===== src/rtl/core/rqr_pkg.sv =====
// Shared types, codes and defaults of the ready queue.
package rqr_pkg;

  // Default sizing
  localparam int DEPTH_DEF   = 16;
  localparam int ID_BITS_DEF = 8;

  // Field widths
  localparam int KIND_W = 2;
  localparam int TID_W  = 8;
  localparam int STAT_W = 2;
  localparam int RID_W  = 8;
  localparam int CNT_W  = 5;

  // Operation codes
  localparam logic [KIND_W-1:0] KIND_ENQ = 2'd0;
  localparam logic [KIND_W-1:0] KIND_DEQ = 2'd1;
  localparam logic [KIND_W-1:0] KIND_REM = 2'd2;
  localparam logic [KIND_W-1:0] KIND_NOP = 2'd3;

  // Result status codes
  localparam logic [STAT_W-1:0] ST_OK       = 2'd0;
  localparam logic [STAT_W-1:0] ST_FULL     = 2'd1;
  localparam logic [STAT_W-1:0] ST_EMPTY    = 2'd2;
  localparam logic [STAT_W-1:0] ST_NOTFOUND = 2'd3;

  // Controller to datapath commands
  typedef struct packed {
    logic load;
    logic scan;
    logic finish;
  } rqr_cmd_t;

  // Datapath to controller status
  typedef struct packed {
    logic scan_done;
  } rqr_stat_t;

endpackage


===== src/rtl/core/rqr_datapath.sv =====
// Queue storage, scan and compaction logic and result register.
module rqr_datapath #(
  parameter int DEPTH   = rqr_pkg::DEPTH_DEF,
  parameter int ID_BITS = rqr_pkg::ID_BITS_DEF
) (
  input  logic                         clk,
  input  logic                         rst_n,
  input  rqr_pkg::rqr_cmd_t            cmd,
  input  logic [rqr_pkg::KIND_W-1:0]   in_kind,
  input  logic [rqr_pkg::TID_W-1:0]    in_tid,
  output rqr_pkg::rqr_stat_t           stat,
  output logic [rqr_pkg::STAT_W-1:0]   res_status,
  output logic [rqr_pkg::RID_W-1:0]    res_id,
  output logic [rqr_pkg::CNT_W-1:0]    res_count
);

  localparam int AW = $clog2(DEPTH);
  localparam int CW = $clog2(DEPTH + 1);
  localparam int OW = rqr_pkg::CNT_W;

  // Entry memory, index 0 is the head
  logic [ID_BITS-1:0] mem [DEPTH];

  logic [rqr_pkg::KIND_W-1:0] kind_r, kind_nxt;
  logic [ID_BITS-1:0]         id_r, id_nxt;
  logic [CW-1:0]              count_r, count_nxt;
  logic [CW-1:0]              rd_idx_r, rd_idx_nxt;
  logic [CW-1:0]              pidx_r, pidx_nxt;
  logic                       pend_r, pend_nxt;
  logic                       found_r, found_nxt;
  logic [ID_BITS-1:0]         res_r, res_nxt;
  logic [ID_BITS-1:0]         rdata_r;
  logic [rqr_pkg::STAT_W-1:0] ostat_r, ostat_nxt;
  logic [rqr_pkg::RID_W-1:0]  orid_r, orid_nxt;
  logic [rqr_pkg::CNT_W-1:0]  ocnt_r, ocnt_nxt;

  logic               we;
  logic [AW-1:0]      waddr;
  logic [ID_BITS-1:0] wdata;
  logic [AW-1:0]      raddr;
  logic [CW-1:0]      pidx_m1;
  logic [ID_BITS+7:0] tid_ext;
  logic [ID_BITS+7:0] res_ext;
  logic               more;

  // Fit the incoming identifier to the stored width
  assign tid_ext = {{ID_BITS{1'b0}}, in_tid};
  assign res_ext = {8'd0, res_r};
  assign pidx_m1 = pidx_r - CW'(1);
  assign more    = (rd_idx_r < count_r);
  assign raddr   = rd_idx_r[AW-1:0];

  assign stat.scan_done = !pend_r && !more;

  // Sequence loading, scanning, compaction and commit
  always_comb begin
    kind_nxt   = kind_r;
    id_nxt     = id_r;
    count_nxt  = count_r;
    rd_idx_nxt = rd_idx_r;
    pidx_nxt   = pidx_r;
    pend_nxt   = pend_r;
    found_nxt  = found_r;
    res_nxt    = res_r;
    ostat_nxt  = ostat_r;
    orid_nxt   = orid_r;
    ocnt_nxt   = ocnt_r;
    we         = 1'b0;
    waddr      = pidx_m1[AW-1:0];
    wdata      = rdata_r;

    if (cmd.load) begin
      kind_nxt   = in_kind;
      id_nxt     = tid_ext[ID_BITS-1:0];
      rd_idx_nxt = '0;
      pend_nxt   = 1'b0;
      found_nxt  = 1'b0;
      res_nxt    = '0;
    end

    if (cmd.scan) begin
      // Issue one read per cycle
      pend_nxt = 1'b0;
      if (more) begin
        rd_idx_nxt = rd_idx_r + CW'(1);
        pidx_nxt   = rd_idx_r;
        pend_nxt   = 1'b1;
      end
      // Match the returned entry, or move it up by one after a match
      if (pend_r) begin
        if (!found_r) begin
          if (kind_r == rqr_pkg::KIND_DEQ || rdata_r == id_r) begin
            found_nxt = 1'b1;
            res_nxt   = rdata_r;
          end
        end else begin
          we = 1'b1;
        end
      end
    end

    if (cmd.finish) begin
      ostat_nxt = rqr_pkg::ST_OK;
      orid_nxt  = '0;
      unique case (kind_r)
        rqr_pkg::KIND_ENQ: begin
          if (count_r == CW'(DEPTH)) begin
            ostat_nxt = rqr_pkg::ST_FULL;
          end else begin
            we        = 1'b1;
            waddr     = count_r[AW-1:0];
            wdata     = id_r;
            count_nxt = count_r + CW'(1);
          end
        end
        rqr_pkg::KIND_DEQ: begin
          if (!found_r) begin
            ostat_nxt = rqr_pkg::ST_EMPTY;
          end else begin
            orid_nxt  = res_ext[7:0];
            count_nxt = count_r - CW'(1);
          end
        end
        rqr_pkg::KIND_REM: begin
          if (!found_r) begin
            ostat_nxt = rqr_pkg::ST_NOTFOUND;
          end else begin
            orid_nxt  = res_ext[7:0];
            count_nxt = count_r - CW'(1);
          end
        end
        rqr_pkg::KIND_NOP: begin
          ostat_nxt = rqr_pkg::ST_OK;
        end
        default: begin
          ostat_nxt = rqr_pkg::ST_OK;
        end
      endcase
      ocnt_nxt = OW'(count_nxt);
    end
  end

  // Control registers
  always_ff @(posedge clk) begin
    if (!rst_n) begin
      count_r <= '0;
      pend_r  <= 1'b0;
    end else begin
      count_r <= count_nxt;
      pend_r  <= pend_nxt;
    end
  end

  // Payload registers
  always_ff @(posedge clk) begin
    kind_r   <= kind_nxt;
    id_r     <= id_nxt;
    rd_idx_r <= rd_idx_nxt;
    pidx_r   <= pidx_nxt;
    found_r  <= found_nxt;
    res_r    <= res_nxt;
    ostat_r  <= ostat_nxt;
    orid_r   <= orid_nxt;
    ocnt_r   <= ocnt_nxt;
  end

  // Memory write port
  always_ff @(posedge clk) begin
    if (we) begin
      mem[waddr] <= wdata;
    end
  end

  // Memory read port, registered
  always_ff @(posedge clk) begin
    rdata_r <= mem[raddr];
  end

  assign res_status = ostat_r;
  assign res_id     = orid_r;
  assign res_count  = ocnt_r;

endmodule


===== src/rtl/core/rqr_ctrl.sv =====
// Controller state machine of the ready queue and its handshakes.
module rqr_ctrl (
  input  logic                       clk,
  input  logic                       rst_n,
  input  logic                       in_tvalid,
  output logic                       in_tready,
  input  logic [rqr_pkg::KIND_W-1:0] in_kind,
  output logic                       out_tvalid,
  input  logic                       out_tready,
  input  rqr_pkg::rqr_stat_t         stat,
  output rqr_pkg::rqr_cmd_t          cmd
);

  typedef enum logic [2:0] {
    S_IDLE = 3'b001,
    S_SCAN = 3'b010,
    S_FIN  = 3'b100
  } state_t;

  state_t state_r, state_nxt;
  logic   ovalid_r, ovalid_nxt;

  // Step through accept, scan and commit
  always_comb begin
    state_nxt  = state_r;
    ovalid_nxt = ovalid_r && !out_tready;
    cmd        = '0;
    in_tready  = 1'b0;
    unique case (state_r)
      S_IDLE: begin
        in_tready = 1'b1;
        if (in_tvalid) begin
          cmd.load = 1'b1;
          if (in_kind == rqr_pkg::KIND_DEQ || in_kind == rqr_pkg::KIND_REM) begin
            state_nxt = S_SCAN;
          end else begin
            state_nxt = S_FIN;
          end
        end
      end
      S_SCAN: begin
        cmd.scan = 1'b1;
        if (stat.scan_done) begin
          state_nxt = S_FIN;
        end
      end
      S_FIN: begin
        // Commit only once the result register is free
        if (!ovalid_r || out_tready) begin
          cmd.finish = 1'b1;
          ovalid_nxt = 1'b1;
          state_nxt  = S_IDLE;
        end
      end
      default: begin
        state_nxt = S_IDLE;
      end
    endcase
  end

  always_ff @(posedge clk) begin
    if (!rst_n) begin
      state_r  <= S_IDLE;
      ovalid_r <= 1'b0;
    end else begin
      state_r  <= state_nxt;
      ovalid_r <= ovalid_nxt;
    end
  end

  assign out_tvalid = ovalid_r;

endmodule


===== src/rtl/core/ready_queue_with_removal.sv =====
// Top level of the ready queue: controller plus datapath.
// Ready queue of thread identifiers with removal by identifier.
// Input channel in_*: in_tuser carries the operation (enqueue at tail,
// dequeue head, remove first match, or ignored code), in_tdata the thread
// identifier. Each accepted item yields exactly one result on out_*:
// status, identifier taken out and entry count after the operation.
// One item is worked on at a time; in_tready is high only while idle.
// Enqueue and the ignored code skip the scan and go from accept straight
// to commit.
// Dequeue and remove walk the held entries through a single memory read
// port, one entry per cycle, comparing and moving later entries up by one
// in the same pass, then commit.
// A result waits in the output register while out_tready is low; the next
// item may already be accepted, and its commit holds until the register
// is taken. Reset empties the queue at once (no clearing pass) and drops
// any pending result.
module ready_queue_with_removal #(
  parameter int DEPTH   = rqr_pkg::DEPTH_DEF,
  parameter int ID_BITS = rqr_pkg::ID_BITS_DEF
) (
  input  logic        clk,
  input  logic        rst_n,
  input  logic        in_tvalid,
  output logic        in_tready,
  input  logic [7:0]  in_tdata,   // [7:0] thread_id
  input  logic [1:0]  in_tuser,   // [1:0] kind
  output logic        out_tvalid,
  input  logic        out_tready,
  output logic [15:0] out_tdata   // [1:0] status, [9:2] result_id, [14:10] count, [15] zero
);

  rqr_pkg::rqr_cmd_t             cmd;
  rqr_pkg::rqr_stat_t            stat;
  logic [rqr_pkg::STAT_W-1:0]    res_status;
  logic [rqr_pkg::RID_W-1:0]     res_id;
  logic [rqr_pkg::CNT_W-1:0]     res_count;

  rqr_ctrl u_ctrl (
    .clk        (clk),
    .rst_n      (rst_n),
    .in_tvalid  (in_tvalid),
    .in_tready  (in_tready),
    .in_kind    (in_tuser),
    .out_tvalid (out_tvalid),
    .out_tready (out_tready),
    .stat       (stat),
    .cmd        (cmd)
  );

  rqr_datapath #(
    .DEPTH   (DEPTH),
    .ID_BITS (ID_BITS)
  ) u_dp (
    .clk        (clk),
    .rst_n      (rst_n),
    .cmd        (cmd),
    .in_kind    (in_tuser),
    .in_tid     (in_tdata),
    .stat       (stat),
    .res_status (res_status),
    .res_id     (res_id),
    .res_count  (res_count)
  );

  // Pack the result fields, status in the lowest bits
  assign out_tdata = {1'b0, res_count, res_id, res_status};

endmodule


===== config.mk =====
export PLATFORM = sky130hd
export DESIGN_NAME = ready_queue_with_removal
export DESIGN_NICKNAME = d
export VERILOG_FILES = /design/src/rtl/core/rqr_pkg.sv /design/src/rtl/core/rqr_datapath.sv /design/src/rtl/core/rqr_ctrl.sv /design/src/rtl/core/ready_queue_with_removal.sv
export SDC_FILE = /design/constraint.sdc
export NUM_CORES = 1
export LEC_CHECK = 0
export ABC_AREA = 1
export BUFFER_PORTS_ARGS = -buffer_cell sky130_fd_sc_hd__buf_2
export CAP_MARGIN = 10
export CORE_MARGIN = 2
export CORE_UTILIZATION = 40
export CTS_CLUSTER_SIZE = 24
export DETAILED_ROUTE_END_ITERATION = 8
export SLEW_MARGIN = 20
export SYNTH_ARGS = -nofsm -noshare
export SYNTH_HDL_FRONTEND = slang
export SYNTH_SLANG_ARGS = --single-unit

===== constraint.sdc =====
create_clock -name clk -period 5.61 [get_ports clk]
set_input_delay 0.2805 -clock clk [delete_from_list [all_inputs] [get_ports clk]]
set_output_delay 0.2805 -clock clk [all_outputs]
set_load 0.1 [all_outputs]

==> results_dict.tcl, run 1 <==
set metrics [dict create \
    status "complete, no violations" \
    setup_violations 0 \
    cts_tree "done" \
    place_congestion 0.788 \
    rsz0062_at_grt "no" \
    clkTransAtPathRegs_ns 0.07 \
    clk_latency_ns 0.44 \
    die-width_um 147 \
    grt_usage_pct 17.0 \
    power_density_nw_per_um2 392 \
    slew-limit-headroom_pct 46.5 \
    fin_setup_tns_ns 0 \
    critPathArrivalTime_ns 3.29 \
    ios 32 \
    dp_hpwl_um 11500 \
    worst_slew_pin_slew_ns 0.800 \
    num_vias 5367 \
    placedCellCount 1036 \
    wirelength_um 17700 \
    dp_worst_setup_slack_ns 2.37 \
    die_h_um 147 \
    syn-cell-area_um2 8140 \
    met3_length_um 775 \
    nNetsFinal 812 \
    min_path_type "in2reg" \
    ant_nets 0 \
    cts-buffers-inserted 17 \
    num_rows 52 \
    start_kind "flop" \
    top_layer "met4" \
    hold_violations 0 \
    drc_errors 0 \
    grt_max_degree 71 \
    yosysMostFrequentCell "edfxtp_1" \
    layout-drive-gt1-share_pct 11.3 \
    overflow 0 \
    drv_cap 0 \
    min_period_ns 3.23 \
    crit_path_end_kind "flop" \
    n_antenna_cell 0 \
    routedWlPerCell_um 16.6 \
    final_max_slew_viol_count 0 \
    synth-edff-count 157 \
    cts_resized 0 \
    fin_area_um2 9090 \
    ir_worst_vdd_uv 197 \
    wl_met2_um 8010 \
    die-area_um2 21500 \
    clock-root-buffer "clkbuf_16" \
    antenna_found_initial 0 \
    max_freq_ghz 0.310 \
    skew_ns 0.0160 \
    synth_ff_type "edfxtp_1" \
    fin_ws_ns 2.38 \
    htreeDepth 4 \
    synth_nets 791 \
    clockBufferDepth 2 \
    synth_cells 764 \
    instances_no_fill 1068 \
    cts_setup_buffers 0 \
    async_reset_ff_share_pct 0 \
    ys_top_cells_by_count "157 x edfxtp_1, 141 x nor2_1, 109 x nand2_1, 81 x o21ai_0, 60 x inv_1" \
    drt_iter0_markers 505 \
    first_pass_iters 5 \
    io_buffers 30 \
    ys_seq_area_share_pct 65.8 \
    clock_sinks 189 \
    fin_crit_sh_pct 57.5 \
    leakage_nw 3.31 \
    synth_seq_cells 189 \
    synth_top_cell_area_share_pct 57.9 \
    avgSynthCellArea_um2 10.7 \
    ctsHoldBuffers 0 \
    synth_top_area_cell "edfxtp_1" \
    initial_utilization_pct 40.5 \
    synth_cell_types 33 \
    cp_data_required_time_ns 5.68 \
    synth_area_leaders "edfxtp_1 58%, dfxtp_1 7.9%, nor2_1 6.5%" \
    via_per_inst 5.03 \
    synth.yosys.warnings 0 \
    critical_path_class "reg2reg" \
    grt_pass1_wl_um 28100 \
    met1Wirelength_um 8470 \
    postPlaceCellArea_um2 8520 \
    area_growth_pct 11.7 \
    path_max_fanout 27 \
    grt_pass1_vias 5000 \
    core_um2 20100 \
]
## cells by family after synthesis
family / synth area share (%)
other: 0.0460
and+or+nand+nor: 16.8
adders and majority gates: 2.00
xor gates and xnor gates: 1.08
AOI/OAI and AO/OA: 9.60
buffers and inverters: 4.73
DFF: 65.8
## routing by layer
metal  up-vias  track usage [%]
li1       2671                -
met4         0             6.94
met2       139             25.4
met5         -                0
met3        24             3.29
met1      2533             24.4
## report_power, final
part           internal, mW  switching (mW)
clock network         0.618           0.536
logic                 0.159           0.539
registers              1.65          0.0574
## flip-flops by register name, summed over array words and instances, names as in the netlist
register	cells
u_ctrl.out_tvalid	1
u_dp.count_r	5
u_dp.pidx_r	4
u_dp.kind_r	2
u_dp.res_status	2
u_dp.res_count	5
u_dp.found_r	1
u_dp.rdata_r	8
u_dp.pend_r	1
u_ctrl.state_r	3
u_dp.rd_idx_r	5
u_dp.res_id	8
u_dp.mem	128
u_dp.res_r	8
u_dp.id_r	8
## critical path: stages, from the launching register on
cell     delay [ns]
dfxtp_1        0.34
nor2_2         0.14
nand2_2        0.08
nor2_4         0.53
nand3_2        0.61
o21ai_2        0.34
nand2_1        0.20
nor2_1         0.61
## cells in the final DEF, fill, tap and decap left out, drive strengths merged, types with 9 or more instances in the layout
cell type  netlist  final
inv             62     66
o211ai          28     28
o21ai           87     87
nand3           57     57
nand2          111    111
a21oi           11     11
nor2           147    147
dfxtp           32     32
ha              13     13
buf             17     35
clkbuf          16     17
edfxtp         157    157
xnor2            9      9
## cell type report
class	instances	area, um2
fill	1882	11000
clock buffer	17	425
multi-input combinational	480	2410
timing repair buffer	35	188
sequential	189	5360
inverter	62	233
clock inverter	15	140
tap	270	338
## stage by stage
step                      total power, mW  utilization (%)  hold slack, ns
after global placement               2.43             42.4           0.457
after detailed placement             2.44             42.4           0.459
after global routing                 3.72             45.2         0.00685
final                                3.56             45.2          0.0234
after floorplan                      2.25                -           0.379
after CTS                            3.58             45.2         0.00422
## path summary, 6_finish.rpt
path / slack [ns] / end / from / depth (start not counted)
max: 2.38 / u_dp.mem[8][5] / u_ctrl.state_r[1] / 7
min: 0.02 / u_dp.id_r[4] / in_tdata[4] / 1
max reg2reg: 2.38 / u_dp.mem[8][5] / u_ctrl.state_r[1] / 7
min reg2reg: 0.49 / u_dp.pend_r / u_dp.pend_r / 2
Note: power is estimated with default switching activity, not from simulation.
==> run 2, diff against run 1 <==
Clock period 5.61 ns to 3.3 ns, I/O delays scaled along.
==> run 2 against run 1 <==
Non-clock buffer count increased by 21; cell area increased by 1.9%; via count increased by 1.8%; maximum frequency increased by 8.3%; combinational power increased by 79%; core utilization increased by 0.86 points; sequential power increased by 70%; critical path depth unchanged; count of clock-buffer cells in the layout increased by 7.
==> results_dict.tcl, run 2 (synthesis results as in run 1) <==
set metrics [dict create \
    setup_violations 0 \
    layout_commonest_cell "edfxtp_1" \
    path_max_fanout 22 \
    die-width_um 147 \
    skew_ns 0.0102 \
    core_um2 20100 \
    status "complete, no violations" \
    cts_setup_buffers 0 \
    grt_usage_pct 17.5 \
    n_fill_cell 1822 \
    worst_slew_pin_slew_ns 0.730 \
    die_h_um 147 \
    ir_worst_vdd_uv 321 \
    clockBufferDepth 2 \
    start_kind "flop" \
    min_period_ns 2.98 \
    worstHoldPathCells 4 \
    routedWlPerCell_um 17.0 \
    place_congestion 0.799 \
    cts-buffers-inserted 17 \
    rsz0062_at_grt "no" \
    clock_sinks 189 \
    power_frac_seq_pct 47.5 \
    hold_violations 0 \
    min_path_type "in2reg" \
    p_sw_mw 1.89 \
    initial_utilization_pct 40.5 \
    instances_no_fill 1089 \
    final_cell_mix "157 x edfxtp_1, 141 x nor2_1, 109 x nand2_1" \
    cp_data_required_time_ns 3.35 \
    internal_power_mw 4.20 \
    layout-drive-gt1-share_pct 11.8 \
    io_buffers 30 \
    final_max_slew_viol_count 0 \
    nNetsFinal 833 \
    rr_worst_depth 7 \
    power_density_nw_per_um2 658 \
    timing.rr.start "u_dp.count_r[0]" \
    r2r_slack_ns 0.32 \
    clk_latency_ns 0.43 \
    die-area_um2 21500 \
    placedCellCount 1047 \
    p_comb_share_pct 20.6 \
    n_antenna_cell 0 \
    slew-limit-headroom_pct 51.1 \
    r2r-end "u_dp.mem[0][1]" \
    critPathArrivalTime_ns 3.03 \
    ant_nets 0 \
    clock-root-buffer "clkbuf_16" \
    cts_tree "done" \
    clkPwrFrac_pct 31.9 \
    dp_hpwl_um 12000 \
    grt_pass1_vias 5203 \
    max_freq_ghz 0.336 \
    hold_end "u_ctrl.out_tvalid" \
    largest_reg_flops 128 \
    fin_crit_sh_pct 90.3 \
    fin_setup_tns_ns 0 \
    grt_pass1_wl_um 28600 \
    drt_iter0_markers 423 \
    area_growth_pct 13.8 \
    num_vias 5461 \
    leakage_nw 3.42 \
    first_pass_iters 5 \
    clkTransAtPathRegs_ns 0.07 \
    critical_path_class "reg2reg" \
    overflow 0 \
    crit_path_end_kind "flop" \
    regMostFlops "u_dp.mem" \
    drc_errors 0 \
    drv_cap 0 \
    wirelength_um 18500 \
    antenna_found_initial 0 \
    via_per_inst 5.01 \
    min_from "out_tready" \
    switching_share_pct 31.0 \
    num_rows 52 \
    grt_max_degree 70 \
    htreeDepth 4 \
    ios 32 \
]
## run 2: cell types whose count changed in the layout (fill, tap and decap cells not counted), moves of 3 or more
cell,before,now
dlygate4sd3_1,0,10
clkinvlp_4,4,1
buf_4,5,16
clkbuf_1,0,3
o21ai_2,7,4
o21ai_1,2,5
## run 2: how the worst max path moves through the flow
stage                     cells after the start  slack (ns)              start             end
after floorplan                               4        0.64  u_ctrl.state_r[1]    u_dp.id_r[0]
after global placement                        7        0.40    u_dp.count_r[0]  u_dp.mem[8][1]
after detailed placement                      7        0.34    u_dp.count_r[0]  u_dp.mem[0][4]
after CTS                                     7        0.33    u_dp.count_r[0]  u_dp.mem[0][4]
after global routing                          7        0.09    u_dp.count_r[0]  u_dp.mem[1][3]
final                                         7        0.32    u_dp.count_r[0]  u_dp.mem[0][1]
## run 2: critical path, cell delays in order (launching register included)
cell and delay, ns:
dfxtp_1 0.51, inv_1 0.15, ha_1 0.26, nand3_2 0.12, nand3_2 0.41, o21ai_2 0.34
nand2_1 0.19, nor2_1 0.60
## run 2: cell type report
type                       count  area, um2  share of cell area [%]
clock inverter                 8       52.6                   0.567
timing repair buffer          56        370                    4.00
inverter                      62        233                    2.51
clock buffer                  24        514                    5.55
tap                          270        338                    3.65
sequential                   189       5360                    57.8
multi-input combinational    480       2400                    25.9
## run 2: routing by layer
metal	part of all wire (%)	up-vias	routed length [um]	track usage (%)
met5	0	-	0	0
met4	1.1	0	197	4.56
met3	5.8	12	1080	3.91
met2	48	176	8960	28.6
met1	45	2564	8300	23.7
li1	-	2709	-	-
## run 2: what timing repair did
item | in CTS | in global routing
setup endpoints to repair | 0 | 0
gates resized for setup | 0 | 0
endpoints found under the hold margin | 10 | 0
hold buffers | 10 | 0
## run 2: power by group through the flow
stage / Clock, mW / Combinational [mW] / Sequential [mW]
6_report: 1.95 / 1.25 / 2.90
5_1_grt: 2.09 / 1.37 / 2.91
4_1_cts: 1.97 / 1.26 / 2.90
3_5_place_dp: 0 / 1.25 / 2.95
3_3_place_gp: 0 / 1.24 / 2.95
2_1_floorplan: 0 / 0.758 / 3.06
## run 2: metrics by stage
step / utilization (%) / worst slack, ns / power, mW / instance area [um2] / hold WS, ns
2_1_floorplan: - / 0.635 / 3.82 / 8140 / 0.264
3_3_place_gp: 42.8 / 0.399 / 4.19 / 8600 / 0.343
6_report: 46.1 / 0.321 / 6.10 / 9270 / 0.0592
3_5_place_dp: 42.8 / 0.335 / 4.20 / 8600 / 0.343
5_1_grt: 46.1 / 0.0949 / 6.38 / 9270 / 0.0605
4_1_cts: 46.1 / 0.326 / 6.13 / 9270 / 0.0433
